===== src/rtl/core/kwc_pkg.sv =====
// ----------------------------------------------------------------------------
// kwc_pkg
// Shared types, constants and the keyword table of the keyword counter.
// ----------------------------------------------------------------------------
package kwc_pkg;

    localparam int NUM_KEYS       = 11;
    localparam int KEY_IDX_W      = 4;
    localparam int CH_W           = 8;
    localparam int PREFIX_CHARS   = 8;
    localparam int PREFIX_IDX_W   = $clog2(PREFIX_CHARS);
    localparam int PREFIX_W       = PREFIX_CHARS * CH_W;
    localparam int KW_LEN_W       = 4;
    localparam int OUT_COUNT_W    = 32;
    localparam int OUT_TDATA_W    = 40;
    localparam int DEF_MAX_WORD   = 100;
    localparam int DEF_COUNT_BITS = 32;

    // Item kinds carried on tuser.
    localparam logic OP_CHAR = 1'b0;
    localparam logic OP_DUMP = 1'b1;

    typedef logic [PREFIX_W-1:0] prefix_t;
    typedef logic [KW_LEN_W-1:0] kw_len_t;

    // Keywords packed with the first character in the low byte, in sorted order.
    localparam prefix_t KW_PATTERN [NUM_KEYS] = '{
        64'h0000_0000_6F74_7561,   // auto
        64'h0000_006B_6165_7262,   // break
        64'h0000_0000_6573_6163,   // case
        64'h0000_0000_7261_6863,   // char
        64'h0000_0074_736E_6F63,   // const
        64'h6575_6E69_746E_6F63,   // continue
        64'h0074_6C75_6166_6564,   // default
        64'h6465_6E67_6973_6E75,   // unsigned
        64'h0000_0000_6469_6F76,   // void
        64'h656C_6974_616C_6F76,   // volatile
        64'h0000_0065_6C69_6877    // while
    };

    localparam kw_len_t KW_LEN [NUM_KEYS] = '{
        4'd4, 4'd5, 4'd4, 4'd4, 4'd5, 4'd8, 4'd7, 4'd8, 4'd4, 4'd8, 4'd5
    };

    // Word-end event from the word tracker to the counter bank.
    typedef struct packed {
        logic                hit;
        logic [NUM_KEYS-1:0] key_sel;
    } kwc_hit_t;

    function automatic logic is_letter(input logic [CH_W-1:0] c);
        return ((c >= 8'h41) && (c <= 8'h5A)) || ((c >= 8'h61) && (c <= 8'h7A));
    endfunction

    function automatic logic is_digit(input logic [CH_W-1:0] c);
        return (c >= 8'h30) && (c <= 8'h39);
    endfunction

endpackage


===== src/rtl/core/kwc_word.sv =====
// ----------------------------------------------------------------------------
// kwc_word
// Tracks the open word and reports which keyword, if any, a finished word is.
// ----------------------------------------------------------------------------
module kwc_word
    import kwc_pkg::*;
#(
    parameter int MAX_WORD = DEF_MAX_WORD
)
(
    input  logic            clk,
    input  logic            rst_n,
    input  logic            step,
    input  logic            op,
    input  logic [CH_W-1:0] ch,
    output kwc_hit_t        hit
);

    localparam int LEN_W = $clog2(MAX_WORD);

    logic             in_word_reg, in_word_next;
    prefix_t          prefix_reg,  prefix_next;
    logic [LEN_W-1:0] len_reg,     len_next;
    logic [NUM_KEYS-1:0] key_match;
    logic             finishing;
    logic             letter;
    logic             alnum;

    assign letter = is_letter(ch);
    assign alnum  = letter || is_digit(ch);

    // Only words of at most eight characters can match; the table lengths see to that.
    always_comb
    begin
        for (int k = 0; k < NUM_KEYS; k++)
        begin
            key_match[k] = in_word_reg && (len_reg == LEN_W'(KW_LEN[k]))
                           && (prefix_reg == KW_PATTERN[k]);
        end
    end

    always_comb
    begin
        in_word_next = in_word_reg;
        prefix_next  = prefix_reg;
        len_next     = len_reg;
        finishing    = 1'b0;
        if (step)
        begin
            if (op == OP_CHAR)
            begin
                if (in_word_reg && alnum)
                begin
                    if (len_reg < LEN_W'(PREFIX_CHARS))
                    begin
                        prefix_next[CH_W*len_reg[PREFIX_IDX_W-1:0] +: CH_W] = ch;
                    end
                    len_next = len_reg + 1'b1;
                    // A word cut at the length limit is too long to be a keyword.
                    if (len_reg == LEN_W'(MAX_WORD - 2))
                    begin
                        in_word_next = 1'b0;
                        prefix_next  = '0;
                        len_next     = '0;
                    end
                end
                else
                begin
                    finishing    = in_word_reg;
                    in_word_next = letter;
                    prefix_next  = letter ? prefix_t'(ch) : '0;
                    len_next     = letter ? LEN_W'(1) : '0;
                end
            end
            else
            begin
                finishing    = in_word_reg;
                in_word_next = 1'b0;
                prefix_next  = '0;
                len_next     = '0;
            end
        end
    end

    always_comb
    begin
        hit.key_sel = finishing ? key_match : '0;
        hit.hit     = |hit.key_sel;
    end

    always_ff @(posedge clk or negedge rst_n)
    begin
        if (!rst_n)
        begin
            in_word_reg <= 1'b0;
            prefix_reg  <= '0;
            len_reg     <= '0;
        end
        else
        begin
            in_word_reg <= in_word_next;
            prefix_reg  <= prefix_next;
            len_reg     <= len_next;
        end
    end

endmodule


===== src/rtl/core/keyword_occurrence_counter.sv =====
// ----------------------------------------------------------------------------
// keyword_occurrence_counter
// Counts whole-word occurrences of eleven keywords in a byte stream.
// ----------------------------------------------------------------------------
// Character beats (tuser = 0) are taken one per clock with no output while no
// dump beat waits in the input register; a word ending on a character is
// counted once its beat leaves the input register. A dump beat (tuser = 1)
// closes any open word, copies all counters into a dump buffer, clears them
// and sends eleven beats, index 0 to 10, the last with tlast, by way of the
// output register. Character beats keep flowing while a dump is being sent; a
// second dump beat waits in the input register, with the beats behind it,
// until the buffer has handed its last count to the output register.
// The output register lets the input side run while m_axis_tready is low.
module keyword_occurrence_counter
    import kwc_pkg::*;
#(
    parameter int MAX_WORD   = DEF_MAX_WORD,
    parameter int COUNT_BITS = DEF_COUNT_BITS
)
(
    input  logic                   clk,
    input  logic                   rst_n,
    input  logic                   s_axis_tvalid,
    output logic                   s_axis_tready,
    input  logic [CH_W-1:0]        s_axis_tdata,   // [7:0] ch
    input  logic [0:0]             s_axis_tuser,   // [0] op
    output logic                   m_axis_tvalid,
    input  logic                   m_axis_tready,
    output logic [OUT_TDATA_W-1:0] m_axis_tdata,   // [3:0] key_index, [35:4] key_count
    output logic                   m_axis_tlast    // last
);

    typedef logic [COUNT_BITS-1:0] count_t;

    logic            in_valid_reg, in_valid_next;
    logic            in_op_reg;
    logic [CH_W-1:0] in_ch_reg;
    logic            stall;
    logic            step;
    logic            accept;
    logic            dump_now;
    kwc_hit_t        hit;

    count_t cnt_reg [NUM_KEYS];
    count_t cnt_next [NUM_KEYS];
    count_t cnt_inc [NUM_KEYS];
    count_t buf_reg [NUM_KEYS];

    logic                 dump_busy_reg, dump_busy_next;
    logic [KEY_IDX_W-1:0] emit_idx_reg,  emit_idx_next;
    logic                 out_load;
    logic                 emit_last;

    logic                   m_valid_reg, m_valid_next;
    logic [KEY_IDX_W-1:0]   m_idx_reg;
    logic [OUT_COUNT_W-1:0] m_count_reg;
    logic                   m_last_reg;
    logic [OUT_COUNT_W-1:0] emit_count;

    // Input register.
    assign stall         = in_valid_reg && (in_op_reg == OP_DUMP) && dump_busy_reg;
    assign step          = in_valid_reg && !stall;
    assign s_axis_tready = !in_valid_reg || !stall;
    assign accept        = s_axis_tvalid && s_axis_tready;
    assign dump_now      = step && (in_op_reg == OP_DUMP);

    always_comb
    begin
        in_valid_next = in_valid_reg;
        if (accept)
        begin
            in_valid_next = 1'b1;
        end
        else if (step)
        begin
            in_valid_next = 1'b0;
        end
    end

    always_ff @(posedge clk or negedge rst_n)
    begin
        if (!rst_n)
        begin
            in_valid_reg <= 1'b0;
        end
        else
        begin
            in_valid_reg <= in_valid_next;
        end
    end

    always_ff @(posedge clk)
    begin
        if (accept)
        begin
            in_op_reg <= s_axis_tuser[0];
            in_ch_reg <= s_axis_tdata;
        end
    end

    kwc_word #(
        .MAX_WORD (MAX_WORD)
    ) u_word (
        .clk   (clk),
        .rst_n (rst_n),
        .step  (step),
        .op    (in_op_reg),
        .ch    (in_ch_reg),
        .hit   (hit)
    );

    // Saturating counters; a dump captures them after the closing word is counted.
    always_comb
    begin
        for (int k = 0; k < NUM_KEYS; k++)
        begin
            cnt_inc[k]  = (hit.hit && hit.key_sel[k] && (cnt_reg[k] != '1))
                          ? cnt_reg[k] + 1'b1 : cnt_reg[k];
            cnt_next[k] = dump_now ? '0 : cnt_inc[k];
        end
    end

    always_ff @(posedge clk or negedge rst_n)
    begin
        if (!rst_n)
        begin
            for (int k = 0; k < NUM_KEYS; k++)
            begin
                cnt_reg[k] <= '0;
            end
        end
        else
        begin
            for (int k = 0; k < NUM_KEYS; k++)
            begin
                cnt_reg[k] <= cnt_next[k];
            end
        end
    end

    always_ff @(posedge clk)
    begin
        if (dump_now)
        begin
            for (int k = 0; k < NUM_KEYS; k++)
            begin
                buf_reg[k] <= cnt_inc[k];
            end
        end
    end

    // Dump sequencer feeding the output register.
    assign out_load  = dump_busy_reg && (!m_valid_reg || m_axis_tready);
    assign emit_last = (emit_idx_reg == KEY_IDX_W'(NUM_KEYS - 1));

    generate
        if (COUNT_BITS >= OUT_COUNT_W)
        begin : g_count_trunc
            assign emit_count = buf_reg[emit_idx_reg][OUT_COUNT_W-1:0];
        end
        else
        begin : g_count_ext
            assign emit_count = {{(OUT_COUNT_W-COUNT_BITS){1'b0}}, buf_reg[emit_idx_reg]};
        end
    endgenerate

    always_comb
    begin
        dump_busy_next = dump_busy_reg;
        emit_idx_next  = emit_idx_reg;
        if (dump_now)
        begin
            dump_busy_next = 1'b1;
            emit_idx_next  = '0;
        end
        else if (out_load)
        begin
            if (emit_last)
            begin
                dump_busy_next = 1'b0;
                emit_idx_next  = '0;
            end
            else
            begin
                emit_idx_next = emit_idx_reg + 1'b1;
            end
        end
    end

    always_comb
    begin
        m_valid_next = m_valid_reg;
        if (out_load)
        begin
            m_valid_next = 1'b1;
        end
        else if (m_axis_tready)
        begin
            m_valid_next = 1'b0;
        end
    end

    always_ff @(posedge clk or negedge rst_n)
    begin
        if (!rst_n)
        begin
            dump_busy_reg <= 1'b0;
            emit_idx_reg  <= '0;
            m_valid_reg   <= 1'b0;
        end
        else
        begin
            dump_busy_reg <= dump_busy_next;
            emit_idx_reg  <= emit_idx_next;
            m_valid_reg   <= m_valid_next;
        end
    end

    always_ff @(posedge clk)
    begin
        if (out_load)
        begin
            m_idx_reg   <= emit_idx_reg;
            m_count_reg <= emit_count;
            m_last_reg  <= emit_last;
        end
    end

    assign m_axis_tvalid = m_valid_reg;
    assign m_axis_tdata  = {{(OUT_TDATA_W-OUT_COUNT_W-KEY_IDX_W){1'b0}}, m_count_reg, m_idx_reg};
    assign m_axis_tlast  = m_last_reg;

endmodule


===== config.mk =====
export PLATFORM = sky130hd
export DESIGN_NAME = keyword_occurrence_counter
export DESIGN_NICKNAME = d
export VERILOG_FILES = /design/src/rtl/core/kwc_pkg.sv /design/src/rtl/core/kwc_word.sv /design/src/rtl/core/keyword_occurrence_counter.sv
export SDC_FILE = /design/constraint.sdc
export NUM_CORES = 2
export LEC_CHECK = 0
export BUFFER_PORTS_ARGS = -buffer_cell sky130_fd_sc_hd__clkbuf_2
export CAP_MARGIN = 5
export CORE_ASPECT_RATIO = 0.75
export CORE_MARGIN = 1.5
export CORE_UTILIZATION = 40
export DETAILED_ROUTE_END_ITERATION = 16
export GPL_ROUTABILITY_DRIVEN = 0
export PLACE_DENSITY_LB_ADDON = 0.05
export REMOVE_ABC_BUFFERS = 1
export SLEW_MARGIN = 20
export SYNTH_ARGS = -nofsm -noshare
export SYNTH_HDL_FRONTEND = slang
export SYNTH_HIERARCHICAL = 1
export SYNTH_SLANG_ARGS = --single-unit
export TNS_END_PERCENT = 20

===== constraint.sdc =====
create_clock -name clk -period 33.6 [get_ports clk]
set_input_delay 5.04 -clock clk [delete_from_list [all_inputs] [get_ports clk]]
set_output_delay 5.04 -clock clk [all_outputs]
set_load 0.05 [all_outputs]

Word level (Yosys, flattened, before mapping)
Memory sizes are Yosys's and may differ from the RTL's. A register that Yosys moved wholly into a read port is not among the register bits.
Cells that the tools add are included.
Widths: inputs -> output; s select.

storage, ports and cells
  register bits after elaboration = 445
  bits in latches = 0
  bits in writable memories = 352
  bits in read-only memories = 0
  input bits = 13
  output and inout port bits = 43
  word-level logic and storage cells = 189
  memories = 1

cells by class
  add/subtract/negate cells = 14
  multiply operators = 0
  divide/modulo/power cells = 0
  magnitude comparators = 7
  eq/ne operators = 30
  shift operators = 2
  mux-type cells = 51
  bitwise gates (word level) = 0
  reductions and logical operators = 62

memories
  name     words  bits a word  rd ports  clocked after memory_dff  wr ports  line                              source
  buf_reg  11     32           1         1                         11        keyword_occurrence_counter.sv:47  count_t buf_reg [NUM_KEYS];

operator list
  cell                     number
  $mux 32                  22
  $add 32x1->32 const B    11
  $ne 32x32->1 const B     11
  $eq 64x31->1 const B     4
  $mux 64                  4
  $eq 64x39->1 const B     3
  $eq 64x63->1 const B     3
  $bwmux 64                1
  $eq 64x55->1 const B     1
  $shift 8x34->64 const A  1
  $shiftx 8x34->64         1
  $logic_and 1x1->1        47
  $neg 6->34               1
  $eq 7x3->1 const B       3
  $mux 7                   3
  $ge 8x7->1 const B       2
  $le 8x7->1 const B       2
  $mux 1                   16
  $mux 4                   3
  $mux 11                  1
  $reduce_or 11->1         1
  $ge 8x6->1 const B       1
  $le 8x6->1 const B       1
  $mux 8                   1
  12 further kinds         22

Depth between registers and ports, before layout
  depth in word-level cells = 14
  depth in mapped cells = 17
  gate-level depth less buffers = 13

Cells and area by module
The synthesis kept the hierarchy.

by module, submodules not included
  module                      times used  cells an instance  area each (um^2)  sequential area each (um^2)
  keyword_occurrence_counter  1           3318               37772.5           20935.1
  kwc_word                    1           367                3912.5            1801.7

Worst setup path before layout
No wires, ideal clock.

  kind = register -> register
  from = reg dump_busy_reg
  to = mem buf_reg[0][0] (netlist name), enable pin
  setup time = 0.852 ns
  data arrival time = 10.695 ns
  required time = 32.748 ns
  path slack = 22.053 ns
  cell stages (with the launch flop) = 5
  path buffers = 2
  period minus slack after synthesis = 11.547 ns
  cells stage by stage = dfrtp_1 nand3b_1 clkinv_1 clkbuf_1 buf_1

RTL lines
  what                      line                               source
  start: declaration        keyword_occurrence_counter.sv:49   logic dump_busy_reg, dump_busy_next;
  start signal: assignment  keyword_occurrence_counter.sv:213  dump_busy_reg <= dump_busy_next;
  end: declaration          keyword_occurrence_counter.sv:47

==> impl_results.md <==
* Htree depth at 3
* Most frequent cells in the layout: 473 x nand2_1, 427 x dfrtp_1, 398 x edfxtp_1, 227 x mux2i_1, 169 x xor2_1
* CTS tree: yes
* Crit Path Max Fanout at slightly below 90
* Final Max Slew Viols at 0
* Core footprint at 0.103 mm²
* Outcome: finished clean
* Fin crit period at 6.77 ns
* Max-cap violation count at 0
* Syn-to-layout area delta at 11.5%
* Top_reg_cell synth: dfrtp_1
* Synth Area in Simple Gates at 0.214
* Switching pwr at approximately 0.00090 W
* Clock latency on the worst-skew pair at 0.68 ns
* Wirelength per Cell at 23.4 µm
* Power per cell area at 61.4 mW/mm²
* Ys async rst share at 0.520
* Slew margin rel. at 0.276
* Final period util at 0.202
* Antenna Nets Post-Route at 0
* First DRT Iteration DRCs at 2597
* Dpl cells at 4958
* Synth Area in Compound Gates at 0.0645
* Chip Width at 376 µm
* Worst R2R Start: u_word/in_word_reg
* Mux contribution to synthesized area at 0.0915
* Nets@finish at between 3k and 4k
* CP peak stage delay at 0.89 ns
* Fillers at 9459
* DRC at 0
* Initial Util at 0.404
* First-pass GRT wire length at 182000 µm
* Worst slew pin tran at 1.09 ns
* Die span in y at 283 µm
* Most common cell after layout, fill and taps aside: nand2_1
* Yosys reg bits at 829
* Mapped Cells at ~3.7k
* Family with the most delay on the worst path: buffers and inverters
* Setup violators final at 0
* Crit. path cell count at 3
* Worst path bufs/invs at 3
* Largest net degree at the start of global routing at 211
* Setup Fix Bufs, Post-CTS at 0
* CP Launch Point: rst_n
* Clock skew at 0.0336 ns
* HP Start: u_word/prefix_reg[15]
* CP cell instances: buf_8 > buf_4 > buf_4
* Clock sinks at 829
* Crit path capture type: asynchronous set/reset pin
* RSZ-0062 raised after global routing: no
* DP Worst Slack at around 26 ns
* Synth Area in Adders at 0.00600
* Number of synthesized flops with an enable pin at 398
* Switching Share at 0.314
* Cts repair resizes at 0
* Kind of critical path: input port to asynchronous set/reset pin
* Vias per Instance at 5.79
* Most frequent CP cell: buf_4
* Register-to-Register Path Depth at 12
* IO Port Bufs at 51
* GRT Util Overall at 0.227
* Leak Pwr at 19.1 nW
* Area of the multi-input gates at 0.0182 mm²
* Root Buffer: clkbuf_16
* Comb pwr share at 0.198
* Finished Layout Cells at 5126
* Vias in the first global route at 28.5k
* Clk pin slew, worst setup/hold paths at about 0.060 ns
* Die area at between 0.1 and 0.15 mm²
* Mapped Avg Cell Area at 11.3 µm²
* Initial antenna violation count at 4
* Synthesized area at 0.0417 mm²
* Register area at 0.0227 mm²
* Share of cells above drive strength 1 at 0.0951
* XOR/XNOR Fraction of Synth Area at 0.0586
* Fin worst setup slack at 26.83 ns
* CP required at about 34 ns
* Critical path arrival at 7.45 ns
* Max Clock Freq at 148 MHz
* Synthesis Warnings at 6
* Seq/Total Area, Yosys at 0.545
* Hold WS at 0.487 ns
* Top Ports at 56
* Reg power frac at 0.431
* Total grt overflow at 0
* Hold Path Depth at 1
* Int Pwr at 0.00196 W
* Largest family of logic cells by synthesized area: simple AND/OR/NAND/NOR gates
* Final Util at 0.450
* Post-DP HPWL at between 80000 and 90000 µm
* CP Launch Type: input port
* Yosys cell types at 87
* TNS Setup at 0 ns
* Final hold vios at 0
* DRT Wirelength at 120000 µm
* CP max-delay cell: buf_4
* Hold buffers post-CTS at 0
* Worst VDD drop at 0.0417 mV
* Hold Path Class: flip-flop to flip-flop
* Row count at 102
* Clock buffer count from CTS at 89
* CTS Buffer Depth at 3
* Vias at ~30k
* Drt pass-1 iters at 5
* Diodes inserted at 0
* Power share of the clock group at 0.371
* Flop-to-flop setup slack at 27.79 ns
-- kinds of logic (layout without fill, tap and decap cells) --
logic type / count (synthesis) / after routing
muxes: 300 / 300
buffers and inverters: 205 / 291
other: 1 / 4
and+or+nand+nor: 1635 / 1635
xor gates and xnor gates: 279 / 279
AOI/OAI and AO/OA: 416 / 416
adders and majority gates: 20 / 20
DFF: 829 / 829
-- final timing paths --
path / to
min in group asynchronous: u_word/prefix_reg[52]
max: cnt_reg[62]
min reg2reg: u_word/prefix_reg[15]
min: u_word/prefix_reg[15]
max in group clk: s_axis_tready
max reg2reg: buf_reg[4][18]
-- Yosys cell counts, drive strengths merged (58+ instances only) --
cell type	number	share of area
nand2	473	0.043
edfxtp	398	0.29
a21oi	86	0.010
nor3	105	0.013
and3	64	0.0096
clkbuf	132	0.012
nor2	120	0.011
xor2	169	0.036
and2	133	0.020
xnor2	110	0.023
nor4	58	0.010
mux4	64	0.035
nand4	135	0.021
o21ai	139	0.017
nand3	148	0.018
nand2b	159	0.024
dfrtp	431	0.26
or3	62	0.0094
mux2i	227	0.055
-- routing by layer --
layer / vias up / GRT usage / wire [µm]
met2: 875 / 0.322 / 49900
met5: - / 0 / 0
li1: 13700 / - / -
met1: 15000 / 0.352 / 59400
met3: 157 / 0.0418 / 7400
met4: 0 / 0.0622 / 3210
-- area by class of cell --
type,count,area share
Multi-Input combinational cell,2654,0.391
Tap cell,1352,0.0364
Timing Repair Buffer,84,0.0123
Sequential cell,829,0.489
Clock inverter,39,0.0105
Clock buffer,128,0.0568
Inverter,40,0.00339
-- power by group through the flow --
stage                     sequential, W  clock [W]  combinational [W]
after floorplan                 0.00133          0           0.000271
after global placement          0.00125          0           0.000571
after CTS                       0.00123    0.00109           0.000576
final                           0.00123    0.00106           0.000566
after detailed placement        0.00125          0           0.000575
after global routing            0.00124    0.00113           0.000602
-- worst register-to-register path: stages, from the launching register on --
cell and delay (ns):
dfrtp_1 0.50, nor4b_1 0.73, nand4_1 0.32, or4_1 0.59, nor4b_2 0.58, a211oi_1 0.16, o2111ai_4 0.12, buf_4 0.42
nand2_1 0.35, nor4_2 0.76, o21ai_0 0.43, nor3_1 0.44, xnor2_1 0.15
-- through the flow --
| step | power (W) | instance area (µm²) |
|---|---|---|
| 6_report | 0.00285 | 46500 |
| 2_1_floorplan | 0.00160 | 41000 |
| 4_1_cts | 0.00289 | 46400 |
| 5_1_grt | 0.00297 | 46500 |
| 3_5_place_dp | 0.00183 | 43300 |
| 3_3_place_gp | 0.00182 | 43300 |
No activity file was read; power rests on OpenSTA's default activity.
